$ cat config.mk
export PLATFORM = sky130hd
export DESIGN_NAME = bounded_card_list_engine
export DESIGN_NICKNAME = d
export VERILOG_FILES = /design/src/hw/rtl/bcle_pkg.sv /design/src/hw/rtl/bcle_dp.sv /design/src/hw/rtl/bcle_ctrl.sv /design/src/hw/rtl/bounded_card_list_engine.sv
export SDC_FILE = /design/constraint.sdc
export NUM_CORES = 1
export LEC_CHECK = 0
export CORE_MARGIN = 3
export CORE_UTILIZATION = 50
export CTS_CLUSTER_DIAMETER = 100
export DETAILED_ROUTE_END_ITERATION = 12
export DONT_BUFFER_PORTS = 1
export PLACE_DENSITY = 0.7
export REMOVE_ABC_BUFFERS = 1
export SLEW_MARGIN = 20
export SYNTH_ARGS = -nofsm -noshare
export SYNTH_HDL_FRONTEND = slang
export SYNTH_HIERARCHICAL = 1
export SYNTH_SLANG_ARGS = --single-unit
$ cat constraint.sdc
create_clock -name clock -period 12.2 [get_ports clock]
set_input_delay 1.83 -clock clock [delete_from_list [all_inputs] [get_ports clock]]
set_output_delay 1.83 -clock clock [all_outputs]
set_load 0.05 [all_outputs]
$ cat src/hw/rtl/bcle_pkg.sv
// ----------------------------------------------------------------------------
// bcle_pkg
// Shared types and constants for the bounded card list engine: sizes,
// command codes, controller states and the controller/datapath link.
// ----------------------------------------------------------------------------
`default_nettype none

package bcle_pkg;

   localparam int CAPACITY = 64;
   localparam int IDX_W    = $clog2(CAPACITY);
   localparam int CNT_W    = $clog2(CAPACITY + 1);
   localparam int IN_IDX_W = 6;
   localparam int SUIT_W   = 2;
   localparam int VALUE_W  = 4;
   localparam int CARD_W   = SUIT_W + VALUE_W;
   localparam int CMD_W    = 3;

   localparam logic [CNT_W-1:0] CAP_COUNT = CNT_W'(CAPACITY);

   typedef enum logic [CMD_W-1:0] {
      CMD_CLEAR   = 3'd0,
      CMD_PUSH    = 3'd1,
      CMD_POP     = 3'd2,
      CMD_SWAP    = 3'd3,
      CMD_GET     = 3'd4,
      CMD_DEL_AT  = 3'd5,
      CMD_DEL_VAL = 3'd6
   } cmd_type;

   typedef enum logic [3:0] {
      ST_IDLE,
      ST_DISPATCH,
      ST_CAPTURE,
      ST_SWAP_RB,
      ST_SWAP_WA,
      ST_SWAP_WB,
      ST_SCAN,
      ST_DONE
   } state_type;

   typedef enum logic [3:0] {
      OP_NONE,
      OP_ACCEPT,
      OP_CLEAR,
      OP_PUSH,
      OP_POP,
      OP_GET,
      OP_REJECT,
      OP_CAPTURE,
      OP_SWAP_RA,
      OP_SWAP_RB,
      OP_SWAP_WA,
      OP_SWAP_WB,
      OP_SCAN_INIT,
      OP_SCAN_STEP,
      OP_RESPOND
   } dp_op_type;

   typedef struct packed {
      dp_op_type op;
   } dp_cmd_type;

   typedef struct packed {
      logic [CMD_W-1:0] cmd;
      logic             full;
      logic             empty;
      logic             ia_bad;
      logic             swap_bad;
      logic             scan_done;
      logic             rsp_free;
   } dp_status_type;

endpackage

`default_nettype wire

$ cat src/hw/rtl/bcle_dp.sv
// ----------------------------------------------------------------------------
// bcle_dp
// Datapath: entry store, count, request fields, compaction pointers and the
// response register. Acts on one operation code from the controller a cycle.
// ----------------------------------------------------------------------------
`default_nettype none

module bcle_dp (
   input  wire logic                             clock,
   input  wire logic                             reset,
   input  wire bcle_pkg::dp_cmd_type             dp_cmd,
   output bcle_pkg::dp_status_type               dp_status,
   input  wire logic [bcle_pkg::CMD_W-1:0]       req_cmd,
   input  wire logic [bcle_pkg::IN_IDX_W-1:0]    req_index_a,
   input  wire logic [bcle_pkg::IN_IDX_W-1:0]    req_index_b,
   input  wire logic [bcle_pkg::SUIT_W-1:0]      req_card_suit,
   input  wire logic [bcle_pkg::VALUE_W-1:0]     req_card_value,
   output logic                                  rsp_valid,
   input  wire logic                             rsp_stall,
   output logic [bcle_pkg::SUIT_W-1:0]           rsp_out_suit,
   output logic [bcle_pkg::VALUE_W-1:0]          rsp_out_value,
   output logic [bcle_pkg::CNT_W-1:0]            rsp_entry_count,
   output logic                                  rsp_status
);

   // entry store, single write port and one registered read port
   logic [bcle_pkg::CARD_W-1:0] mem [bcle_pkg::CAPACITY];
   logic                        mem_we;
   logic [bcle_pkg::IDX_W-1:0]  mem_waddr;
   logic [bcle_pkg::IDX_W-1:0]  mem_raddr;
   logic [bcle_pkg::CARD_W-1:0] mem_wdata;
   logic [bcle_pkg::CARD_W-1:0] rdata_ff;

   logic [bcle_pkg::CMD_W-1:0]    cmd_ff,   cmd_in;
   logic [bcle_pkg::IN_IDX_W-1:0] ia_ff,    ia_in;
   logic [bcle_pkg::IN_IDX_W-1:0] ib_ff,    ib_in;
   logic [bcle_pkg::CARD_W-1:0]   card_ff,  card_in;
   logic [bcle_pkg::CARD_W-1:0]   got_ff,   got_in;
   logic [bcle_pkg::CARD_W-1:0]   tmp_ff,   tmp_in;
   logic                          stat_ff,  stat_in;
   logic [bcle_pkg::CNT_W-1:0]    count_ff, count_in;
   logic [bcle_pkg::CNT_W-1:0]    rptr_ff,  rptr_in;
   logic [bcle_pkg::CNT_W-1:0]    wptr_ff,  wptr_in;
   logic                          pend_ff,  pend_in;

   logic                          rsp_valid_ff, rsp_valid_in;
   logic [bcle_pkg::CARD_W-1:0]   rsp_card_ff,  rsp_card_in;
   logic [bcle_pkg::CNT_W-1:0]    rsp_count_ff, rsp_count_in;
   logic                          rsp_stat_ff,  rsp_stat_in;

   logic [bcle_pkg::CNT_W-1:0]    ia_cnt;
   logic [bcle_pkg::CNT_W-1:0]    ib_cnt;
   logic [bcle_pkg::CNT_W-1:0]    count_dec;
   logic                          rd_more;
   logic                          keep;

   assign ia_cnt    = bcle_pkg::CNT_W'(ia_ff);
   assign ib_cnt    = bcle_pkg::CNT_W'(ib_ff);
   assign count_dec = count_ff - bcle_pkg::CNT_W'(1);
   assign rd_more   = (rptr_ff < count_ff);
   // delete_at keeps every entry it walks; delete_value drops matches
   assign keep      = (cmd_ff == bcle_pkg::CMD_DEL_AT) || (rdata_ff != card_ff);

   always_comb begin
      dp_status.cmd       = cmd_ff;
      dp_status.full      = (count_ff >= bcle_pkg::CAP_COUNT);
      dp_status.empty     = (count_ff == '0);
      dp_status.ia_bad    = (ia_cnt >= count_ff);
      dp_status.swap_bad  = (ia_cnt >= count_ff) || (ib_cnt >= count_ff);
      dp_status.scan_done = !rd_more && !pend_ff;
      dp_status.rsp_free  = !rsp_valid_ff || !rsp_stall;
   end

   always_comb begin
      cmd_in       = cmd_ff;
      ia_in        = ia_ff;
      ib_in        = ib_ff;
      card_in      = card_ff;
      got_in       = got_ff;
      tmp_in       = tmp_ff;
      stat_in      = stat_ff;
      count_in     = count_ff;
      rptr_in      = rptr_ff;
      wptr_in      = wptr_ff;
      pend_in      = pend_ff;
      rsp_card_in  = rsp_card_ff;
      rsp_count_in = rsp_count_ff;
      rsp_stat_in  = rsp_stat_ff;
      rsp_valid_in = rsp_valid_ff && rsp_stall;
      mem_we       = 1'b0;
      mem_waddr    = ia_ff[bcle_pkg::IDX_W-1:0];
      mem_wdata    = rdata_ff;
      mem_raddr    = ia_ff[bcle_pkg::IDX_W-1:0];

      case (dp_cmd.op)
         bcle_pkg::OP_ACCEPT: begin
            cmd_in  = req_cmd;
            ia_in   = req_index_a;
            ib_in   = req_index_b;
            card_in = {req_card_suit, req_card_value};
            got_in  = '0;
            stat_in = 1'b0;
         end
         bcle_pkg::OP_CLEAR: begin
            count_in = '0;
         end
         bcle_pkg::OP_PUSH: begin
            mem_we    = 1'b1;
            mem_waddr = count_ff[bcle_pkg::IDX_W-1:0];
            mem_wdata = card_ff;
            count_in  = count_ff + bcle_pkg::CNT_W'(1);
         end
         bcle_pkg::OP_POP: begin
            mem_raddr = count_dec[bcle_pkg::IDX_W-1:0];
            count_in  = count_dec;
         end
         bcle_pkg::OP_GET,
         bcle_pkg::OP_SWAP_RA: begin
            mem_raddr = ia_ff[bcle_pkg::IDX_W-1:0];
         end
         bcle_pkg::OP_REJECT: begin
            stat_in = 1'b1;
         end
         bcle_pkg::OP_CAPTURE: begin
            got_in = rdata_ff;
         end
         bcle_pkg::OP_SWAP_RB: begin
            mem_raddr = ib_ff[bcle_pkg::IDX_W-1:0];
            tmp_in    = rdata_ff;
         end
         bcle_pkg::OP_SWAP_WA: begin
            mem_we    = 1'b1;
            mem_waddr = ia_ff[bcle_pkg::IDX_W-1:0];
            mem_wdata = rdata_ff;
         end
         bcle_pkg::OP_SWAP_WB: begin
            mem_we    = 1'b1;
            mem_waddr = ib_ff[bcle_pkg::IDX_W-1:0];
            mem_wdata = tmp_ff;
         end
         bcle_pkg::OP_SCAN_INIT: begin
            pend_in = 1'b0;
            if (cmd_ff == bcle_pkg::CMD_DEL_AT) begin
               rptr_in = ia_cnt + bcle_pkg::CNT_W'(1);
               wptr_in = ia_cnt;
            end else begin
               rptr_in = '0;
               wptr_in = '0;
            end
         end
         bcle_pkg::OP_SCAN_STEP: begin
            // read ahead at rptr, write back last cycle's entry at wptr
            mem_raddr = rptr_ff[bcle_pkg::IDX_W-1:0];
            mem_waddr = wptr_ff[bcle_pkg::IDX_W-1:0];
            mem_wdata = rdata_ff;
            if (pend_ff && keep) begin
               mem_we  = 1'b1;
               wptr_in = wptr_ff + bcle_pkg::CNT_W'(1);
            end
            pend_in = rd_more;
            if (rd_more) begin
               rptr_in = rptr_ff + bcle_pkg::CNT_W'(1);
            end
            if (!rd_more && !pend_ff) begin
               count_in = wptr_ff;
            end
         end
         bcle_pkg::OP_RESPOND: begin
            rsp_valid_in = 1'b1;
            rsp_card_in  = got_ff;
            rsp_count_in = count_ff;
            rsp_stat_in  = stat_ff;
         end
         default: begin
         end
      endcase
   end

   always_ff @(posedge clock) begin
      if (mem_we) begin
         mem[mem_waddr] <= mem_wdata;
      end
      rdata_ff <= mem[mem_raddr];
   end

   always_ff @(posedge clock) begin
      if (reset) begin
         count_ff     <= '0;
         pend_ff      <= 1'b0;
         rsp_valid_ff <= 1'b0;
      end else begin
         count_ff     <= count_in;
         pend_ff      <= pend_in;
         rsp_valid_ff <= rsp_valid_in;
      end
   end

   always_ff @(posedge clock) begin
      cmd_ff       <= cmd_in;
      ia_ff        <= ia_in;
      ib_ff        <= ib_in;
      card_ff      <= card_in;
      got_ff       <= got_in;
      tmp_ff       <= tmp_in;
      stat_ff      <= stat_in;
      rptr_ff      <= rptr_in;
      wptr_ff      <= wptr_in;
      rsp_card_ff  <= rsp_card_in;
      rsp_count_ff <= rsp_count_in;
      rsp_stat_ff  <= rsp_stat_in;
   end

   assign rsp_valid       = rsp_valid_ff;
   assign rsp_out_suit    = rsp_card_ff[bcle_pkg::VALUE_W +: bcle_pkg::SUIT_W];
   assign rsp_out_value   = rsp_card_ff[bcle_pkg::VALUE_W-1:0];
   assign rsp_entry_count = rsp_count_ff;
   assign rsp_status      = rsp_stat_ff;

endmodule

`default_nettype wire

$ cat src/hw/rtl/bcle_ctrl.sv
// ----------------------------------------------------------------------------
// bcle_ctrl
// Controller: sequences each request through the datapath, at most one
// datapath operation per cycle, and holds off new requests while busy.
// ----------------------------------------------------------------------------
`default_nettype none

module bcle_ctrl (
   input  wire logic                    clock,
   input  wire logic                    reset,
   input  wire logic                    req_valid,
   output logic                         req_stall,
   input  wire bcle_pkg::dp_status_type dp_status,
   output bcle_pkg::dp_cmd_type         dp_cmd
);

   bcle_pkg::state_type state_ff, state_in;

   always_ff @(posedge clock) begin
      if (reset) begin
         state_ff <= bcle_pkg::ST_IDLE;
      end else begin
         state_ff <= state_in;
      end
   end

   always_comb begin
      state_in    = state_ff;
      dp_cmd.op   = bcle_pkg::OP_NONE;
      req_stall   = (state_ff != bcle_pkg::ST_IDLE);

      case (state_ff)
         bcle_pkg::ST_IDLE: begin
            if (req_valid) begin
               dp_cmd.op = bcle_pkg::OP_ACCEPT;
               state_in  = bcle_pkg::ST_DISPATCH;
            end
         end
         bcle_pkg::ST_DISPATCH: begin
            state_in = bcle_pkg::ST_DONE;
            case (dp_status.cmd)
               bcle_pkg::CMD_CLEAR: begin
                  dp_cmd.op = bcle_pkg::OP_CLEAR;
               end
               bcle_pkg::CMD_PUSH: begin
                  dp_cmd.op = dp_status.full ? bcle_pkg::OP_REJECT : bcle_pkg::OP_PUSH;
               end
               bcle_pkg::CMD_POP: begin
                  if (dp_status.empty) begin
                     dp_cmd.op = bcle_pkg::OP_REJECT;
                  end else begin
                     dp_cmd.op = bcle_pkg::OP_POP;
                     state_in  = bcle_pkg::ST_CAPTURE;
                  end
               end
               bcle_pkg::CMD_GET: begin
                  if (dp_status.ia_bad) begin
                     dp_cmd.op = bcle_pkg::OP_REJECT;
                  end else begin
                     dp_cmd.op = bcle_pkg::OP_GET;
                     state_in  = bcle_pkg::ST_CAPTURE;
                  end
               end
               bcle_pkg::CMD_SWAP: begin
                  if (dp_status.swap_bad) begin
                     dp_cmd.op = bcle_pkg::OP_REJECT;
                  end else begin
                     dp_cmd.op = bcle_pkg::OP_SWAP_RA;
                     state_in  = bcle_pkg::ST_SWAP_RB;
                  end
               end
               bcle_pkg::CMD_DEL_AT: begin
                  if (dp_status.ia_bad) begin
                     dp_cmd.op = bcle_pkg::OP_REJECT;
                  end else begin
                     dp_cmd.op = bcle_pkg::OP_SCAN_INIT;
                     state_in  = bcle_pkg::ST_SCAN;
                  end
               end
               bcle_pkg::CMD_DEL_VAL: begin
                  dp_cmd.op = bcle_pkg::OP_SCAN_INIT;
                  state_in  = bcle_pkg::ST_SCAN;
               end
               default: begin
                  dp_cmd.op = bcle_pkg::OP_REJECT;
               end
            endcase
         end
         bcle_pkg::ST_CAPTURE: begin
            dp_cmd.op = bcle_pkg::OP_CAPTURE;
            state_in  = bcle_pkg::ST_DONE;
         end
         bcle_pkg::ST_SWAP_RB: begin
            dp_cmd.op = bcle_pkg::OP_SWAP_RB;
            state_in  = bcle_pkg::ST_SWAP_WA;
         end
         bcle_pkg::ST_SWAP_WA: begin
            dp_cmd.op = bcle_pkg::OP_SWAP_WA;
            state_in  = bcle_pkg::ST_SWAP_WB;
         end
         bcle_pkg::ST_SWAP_WB: begin
            dp_cmd.op = bcle_pkg::OP_SWAP_WB;
            state_in  = bcle_pkg::ST_DONE;
         end
         bcle_pkg::ST_SCAN: begin
            dp_cmd.op = bcle_pkg::OP_SCAN_STEP;
            if (dp_status.scan_done) begin
               state_in = bcle_pkg::ST_DONE;
            end
         end
         bcle_pkg::ST_DONE: begin
            if (dp_status.rsp_free) begin
               dp_cmd.op = bcle_pkg::OP_RESPOND;
               state_in  = bcle_pkg::ST_IDLE;
            end
         end
         default: begin
            state_in = bcle_pkg::ST_IDLE;
         end
      endcase
   end

endmodule

`default_nettype wire

$ cat src/hw/rtl/bounded_card_list_engine.sv
// ----------------------------------------------------------------------------
// bounded_card_list_engine
// Ordered list of up to CAPACITY cards with clear, push, pop, swap, get,
// delete-at and delete-value. One response per request.
// ----------------------------------------------------------------------------
//
//   channel | direction | handshake            | payload
//   --------+-----------+----------------------+---------------------------------
//   req_    | in        | req_valid/req_stall  | cmd, index_a, index_b, card
//   rsp_    | out       | rsp_valid/rsp_stall  | out_suit, out_value, count, status
//
// Ordering: one request at a time. An accepted request is dispatched; clear,
//   push and rejected requests then respond, pop and get capture the read
//   entry first, swap reads a and b and then writes a and b, and the deletes
//   step through the N entries walked (count minus index_a minus one for
//   delete_at, count for delete_value). The single read port of the entry
//   store sets the delete time: one entry read and at most one written per cycle.
// Reset: synchronous, active high; empties the list. Store contents are not
//   cleared; only entries below the count are ever used.
// Stalls: the response sits in an output register, so a new request is taken
//   while it waits; that request only blocks on completion if rsp_stall holds.
//
// ----------------------------------------------------------------------------
`default_nettype none

module bounded_card_list_engine (
   input  wire logic                          clock,
   input  wire logic                          reset,
   input  wire logic                          req_valid,
   output logic                               req_stall,
   input  wire logic [bcle_pkg::CMD_W-1:0]    req_cmd,
   input  wire logic [bcle_pkg::IN_IDX_W-1:0] req_index_a,
   input  wire logic [bcle_pkg::IN_IDX_W-1:0] req_index_b,
   input  wire logic [bcle_pkg::SUIT_W-1:0]   req_card_suit,
   input  wire logic [bcle_pkg::VALUE_W-1:0]  req_card_value,
   output logic                               rsp_valid,
   input  wire logic                          rsp_stall,
   output logic [bcle_pkg::SUIT_W-1:0]        rsp_out_suit,
   output logic [bcle_pkg::VALUE_W-1:0]       rsp_out_value,
   output logic [bcle_pkg::CNT_W-1:0]         rsp_entry_count,
   output logic                               rsp_status
);

   // controller -> datapath operation, datapath -> controller flags
   bcle_pkg::dp_cmd_type    dp_cmd;
   bcle_pkg::dp_status_type dp_status;

   bcle_ctrl u_ctrl (
      .clock     (clock),
      .reset     (reset),
      .req_valid (req_valid),
      .req_stall (req_stall),
      .dp_status (dp_status),
      .dp_cmd    (dp_cmd)
   );

   // request fields are latched by the datapath on the accept operation
   bcle_dp u_dp (
      .clock           (clock),
      .reset           (reset),
      .dp_cmd          (dp_cmd),
      .dp_status       (dp_status),
      .req_cmd         (req_cmd),
      .req_index_a     (req_index_a),
      .req_index_b     (req_index_b),
      .req_card_suit   (req_card_suit),
      .req_card_value  (req_card_value),
      .rsp_valid       (rsp_valid),
      .rsp_stall       (rsp_stall),
      .rsp_out_suit    (rsp_out_suit),
      .rsp_out_value   (rsp_out_value),
      .rsp_entry_count (rsp_entry_count),
      .rsp_status      (rsp_status)
   );

endmodule

`default_nettype wire

# --- After elaboration in Yosys (flattened, before gate mapping) ---
# Memory sizes are Yosys's and may differ from the RTL's. A register that Yosys moved wholly into a read port is not among the register bits.
# Cells that the tools add are included.
word_totals:
  n_memories: 1
  input_bits: 25
  latch_bits: 0
  reg_bits: 75
  rom_bits: 0
  ram_bits: 384
  output_inout_bits: 16
  wordCells: 119
classes:
  div: 0
  mux: 37
  addsub: 5
  n_mul: 0
  n_eq_ne: 32
  magnitude_cmp: 4
  n_reduce_logical: 24
  bitwise: 0
  shifts: 0
memory_table:
  columns: ["memory", "depth", "word_bits", "rd", "rd_ports_with_merged_regs", "write_ports", "line", "source"]
  rows:
  - ["u_dp.mem", 64, 6, 1, 1, 1, "bcle_dp.sv:27", "logic [bcle_pkg::CARD_W-1:0] mem [bcle_pkg::CAPACITY];"]
op_table:
  columns: ["cell", "count"]
  rows:
  - ["$pmux 4 s7", 2]
  - ["$pmux 6 s3", 2]
  - ["$pmux 4 s8", 1]
  - ["$eq 4x3->1 const B", 7]
  - ["$mux 7", 4]
  - ["$pmux 7 s2", 2]
  - ["$pmux 7 s4", 1]
  - ["$eq 4x4->1 const B", 6]
  - ["$mux 4", 6]
  - ["$pmux 6 s2", 2]
  - ["$add 7x1->7 const B", 3]
  - ["$pmux 4 s5", 1]
  - ["$eq 4x2->1 const B", 4]
  - ["$ge 6x7->1", 2]
  - ["$mux 3", 4]
  - ["$eq 3x3->1 const B", 3]
  - ["$eq 4x1->1 const B", 2]
  - ["$ne 2x2->1 const B", 4]
  - ["$reduce_bool 4->1", 2]
  - ["$add 6x1->7 const B", 1]
  - ["$ge 7x7->1 const B", 1]
  - ["$logic_not 7->1", 1]
  - ["$lt 7x7->1", 1]
  - ["$sub 7x1->7 const B", 1]
  - ["18 further kinds", 39]

# --- Depth between registers and ports, before layout ---
depth:
  depth_word: 10
  ltp_mapped: 27
  ltp_nobuf: 21

# --- Hierarchy ---
# The synthesis kept the hierarchy.
modules_own_cells:
  columns: ["mod", "seq_area_each_um2", "n_inst", "cells_per_inst", "area_each_um2"]
  rows:
  - ["bcle_dp", 13693.1, 1, 1346, 19213.4]
  - ["bcle_ctrl", 60.1, 1, 58, 427.9]

# --- Least setup slack after synthesis ---
# No wires, ideal clock.
synth_timing:
  path_kind: "input-to-reg"
  from: "in rsp_stall"
  to: "mem u_dp/mem[0][0] in the netlist's numbering (data pin)"
  stages: 9
  setup_slack_ps: 5579
  required_ps: 11498
  arrival_time_ps: 5919
  cell_sequence: "nand2_1 nand4b_1 o21ai_0 a21oi_1 clkbuf_1 clkbuf_1 buf_1 mux2i_1 o21ai_0"
synth_rtl:
  columns: ["item", "line", "source"]
  rows:
  - ["start, declared", "bounded_card_list_engine.sv:37", "input wire logic rsp_stall,"]
  - ["end, declared", "bcle_dp.sv:27", null]

==> flow_summary.ini <==
[synthesis]
async_flop_share_pct = 0
ys_seq_area_share_pct = 70.0
yosysWarningCount = 6
ys_types = 63
dominant_cells_by_area_after_synthesis = sky130_fd_sc_hd__edfxtp_1, sky130_fd_sc_hd__nand2_1, sky130_fd_sc_hd__mux4_2
ys_top_cells_by_count = sky130_fd_sc_hd__edfxtp_1, sky130_fd_sc_hd__nand2_1, sky130_fd_sc_hd__nor2_1
synth_area_per_cell_sq_um = 14.0
ys_seq_elements = 464
netlist.area_leader.share_pct = 68.2
netlist_area_sq_mm = 0.0196
synth-main-ff-cell = sky130_fd_sc_hd__edfxtp_1
yosysMostFrequentCell = sky130_fd_sc_hd__edfxtp_1
synth_edf_count = 446
synth_top_area_cell = sky130_fd_sc_hd__edfxtp_1
synthCells = 1404

[sta]
grt_setup_unrepaired = false
post-route-min-period_ns = 7.18
setup_total_negative_slack_ns = 0
setup_ws_ns = 5.02
setup_viol_count_final = 0
worst_slew_margin_rel_pct = 23.6
worst_slew_pin_tran_ns = 1.15
timing.fmax_mhz = 139
final-hold-violation-count = 0
maxSlewViolCount = 0
final_cycle_share_pct = 58.8
fin_skew_ns = 0.0140

[clocking]
cts_buffer_depth = 3
tritoncts = built
postCtsSetupBuffers = 0
cts_resized = 0
clock_insertion_delay_worst_skew_ns = 0.56
path_clk_slew_ns = 0.06
ctsHoldBuffers = 0
cts_inserted_buffers = 47
cts.sink_count = 464
clock-root-buffer = sky130_fd_sc_hd__clkbuf_16
cts.htree.levels = 2

[pwr]
totalPowerFinal_uw = 5840
irDropWorstVdd_v = 0.000183
power_density_mw_per_mm2 = 269
power.leakage_uw = 0.00714

[place]
place_worst_setup_slack_ns = 5.02
numPlacedInstances = 1863
number_of_port_buffers = 0
place_hpwl_mm = 28.5
finalWeightedCongestion = 0.900

[global_routing]
grt.overflow.total = 0
number_of_global_route_vias_before_repair = 11368
grt_antenna_before_repair = 0
global_route_wire_length_before_repair_mm = 69.4
grt_util_all_layers_pct = 21.8
grt_start_max_net_pins = 97

[layout]
final-seq-area_sq_mm = 0.0138
n_antenna_cell = 0
post_route_cells_drive_above_1_share_pct = 10.5
multi_input_comb_area_sq_mm = 0.00565
fillerInstances = 2993
syn2layout_area_growth_pct = 10.4
final-instance-count-excl-fill = 1946
utilization_pct = 56.8
final_nets = 1450

[floorplanning]
fp.coreArea_sq_mm = 0.0382
start_util_pct = 51.4
pin_count = 41
dieWidth_um = 204
dieHeight_um = 204
core.rowCount = 71
die-area_sq_mm = 0.0417

[setup_path]
critical_path_class = reg -> reg
critPathLaunchType = flip-flop
critPathArrivalTime_ns = 7.60
worstPathMaxFanout = 84
worst-endpoint-required_ns = 12.62
cp-end-kind = flip-flop

[flow_run]
timing.max_cap.violations = 0

[run_status]
result_of_the_run = finished, final reports clean

[route]
firstDrtPassIters = 5
drc = 0
drtAntennaViolNets = 0
drtIter0Drc = 1375
dr_total_vias = 11851
drt-total-wl_mm = 45.5
wl_per_cell_um = 23.4
routed_via_density = 6.09

[min_path]
hold_path.class = reg -> reg
[critical path: stages (launching register included)]
cell and delay (ns):
sky130_fd_sc_hd__edfxtp_1 0.44, sky130_fd_sc_hd__inv_1 0.14, sky130_fd_sc_hd__ha_1 0.29, sky130_fd_sc_hd__nand2b_1 0.10, sky130_fd_sc_hd__a21o_1 0.11, sky130_fd_sc_hd__a21oi_1 0.06
sky130_fd_sc_hd__nor2b_1 0.10, sky130_fd_sc_hd__o21ai_0 0.08, sky130_fd_sc_hd__nand2b_1 0.09, sky130_fd_sc_hd__a21oi_1 0.09, sky130_fd_sc_hd__a21oi_1 0.21, sky130_fd_sc_hd__and4bb_1 0.26
sky130_fd_sc_hd__a2111oi_1 0.38, sky130_fd_sc_hd__a221o_1 0.58, sky130_fd_sc_hd__or4b_1 0.38, sky130_fd_sc_hd__o21ai_0 0.37, sky130_fd_sc_hd__o21ai_4 0.26, sky130_fd_sc_hd__buf_4 0.60
sky130_fd_sc_hd__buf_4 0.83, sky130_fd_sc_hd__mux4_2 0.44, sky130_fd_sc_hd__a22oi_1 0.33, sky130_fd_sc_hd__a31oi_1 0.27, sky130_fd_sc_hd__or4_1 0.56
[stage by stage]
| stage | area (sq um) | hold slack (ns) |
|---|---|---|
| after CTS | 21700 | 0.419 |
| after detailed placement | 20200 | 0.405 |
| after global placement | 20200 | 0.405 |
| after floorplan | 19300 | 0.400 |
| final | 21700 | 0.417 |
| after global routing | 21700 | 0.427 |
[worst paths after layout]
| path | to | cells past startpoint | startpoint | slack (ns) |
|---|---|---|---|---|
| worst min register to register | u_dp/rsp_card_ff[2] | 0 | u_dp/got_ff[2] | 0.42 |
| worst max register to register | u_dp/rdata_ff[3] | 22 | u_dp/ia_ff[0] | 5.02 |
| worst max-delay path | u_dp/rdata_ff[3] | 22 | u_dp/ia_ff[0] | 5.02 |
| worst min-delay path | u_dp/rsp_card_ff[2] | 0 | u_dp/got_ff[2] | 0.42 |
[final cells by class]
class | instances | area share [%]
well taps | 511 | 2.95
flip-flops and latches | 464 | 63.4
clock inverters | 17 | 0.819
multi-input cells | 855 | 26.0
clock buffers | 65 | 5.78
inverters | 12 | 0.208
repair buffers | 22 | 0.819
[flip-flops by register name (all words and copies together) (netlist names), 6 cells and up]
| name | count |
|---|---|
| u_dp/card_ff | 6 |
| u_dp/mem | 384 |
| u_dp/rsp_card_ff | 6 |
| u_dp/tmp_ff | 6 |
| u_dp/rsp_entry_count | 7 |
| u_dp/got_ff | 6 |
| u_dp/rptr_ff | 7 |
| u_dp/rdata_ff | 6 |
| u_dp/wptr_ff | 7 |
| u_dp/count_ff | 7 |
| u_dp/ia_ff | 6 |
| u_dp/ib_ff | 6 |
[power by group]
part | switching, uW | leakage, uW | internal [uW]
registers | 111 | 0.00421 | 2180
logic | 1510 | 0.00223 | 679
clock network | 572 | 0.000699 | 782
total | 2200 | 0.00714 | 3640
[placed cells by master, fill, tap and decap left out, types with 6 or more instances in the layout]
cell,count
sky130_fd_sc_hd__edfxtp_1,446
sky130_fd_sc_hd__nand2_1,289
sky130_fd_sc_hd__nor2_1,102
sky130_fd_sc_hd__nand3_1,65
sky130_fd_sc_hd__o211ai_1,50
sky130_fd_sc_hd__mux4_2,48
sky130_fd_sc_hd__clkbuf_16,47
sky130_fd_sc_hd__a31oi_1,27
sky130_fd_sc_hd__a22oi_1,26
sky130_fd_sc_hd__ha_1,23
sky130_fd_sc_hd__buf_4,21
sky130_fd_sc_hd__o21ai_0,20
sky130_fd_sc_hd__dfxtp_1,18
sky130_fd_sc_hd__clkbuf_1,17
sky130_fd_sc_hd__a21oi_1,16
sky130_fd_sc_hd__xnor2_1,15
sky130_fd_sc_hd__mux2i_1,14
sky130_fd_sc_hd__nand2b_1,12
sky130_fd_sc_hd__inv_1,12
sky130_fd_sc_hd__xor2_1,12
sky130_fd_sc_hd__nor2b_1,11
sky130_fd_sc_hd__nor3_1,11
sky130_fd_sc_hd__and2_1,10
sky130_fd_sc_hd__clkinv_2,8
sky130_fd_sc_hd__a211oi_1,7
sky130_fd_sc_hd__o21ai_4,7
sky130_fd_sc_hd__nor3b_1,6
sky130_fd_sc_hd__o22ai_1,6
sky130_fd_sc_hd__or4_1,6
[kinds of logic after synthesis]
family | after synthesis | share of synthesized area [%]
adder cells (fa/ha/maj) | 23 | 1.47
XOR/XNOR | 27 | 1.20
flip-flops | 464 | 70.0
buffers and inverters | 85 | 1.90
multiplexers | 62 | 6.22
AO/OA/AOI/OAI | 202 | 7.24
AND/OR/NAND/NOR | 541 | 11.9
[layer usage]
layer	global-route usage, %	share of wire (%)
met4	6.71	2.9
met1	33.1	43
met3	4.09	9.2
met2	32.5	45
met5	0	0
Note: power is estimated with default switching activity, not from simulation.
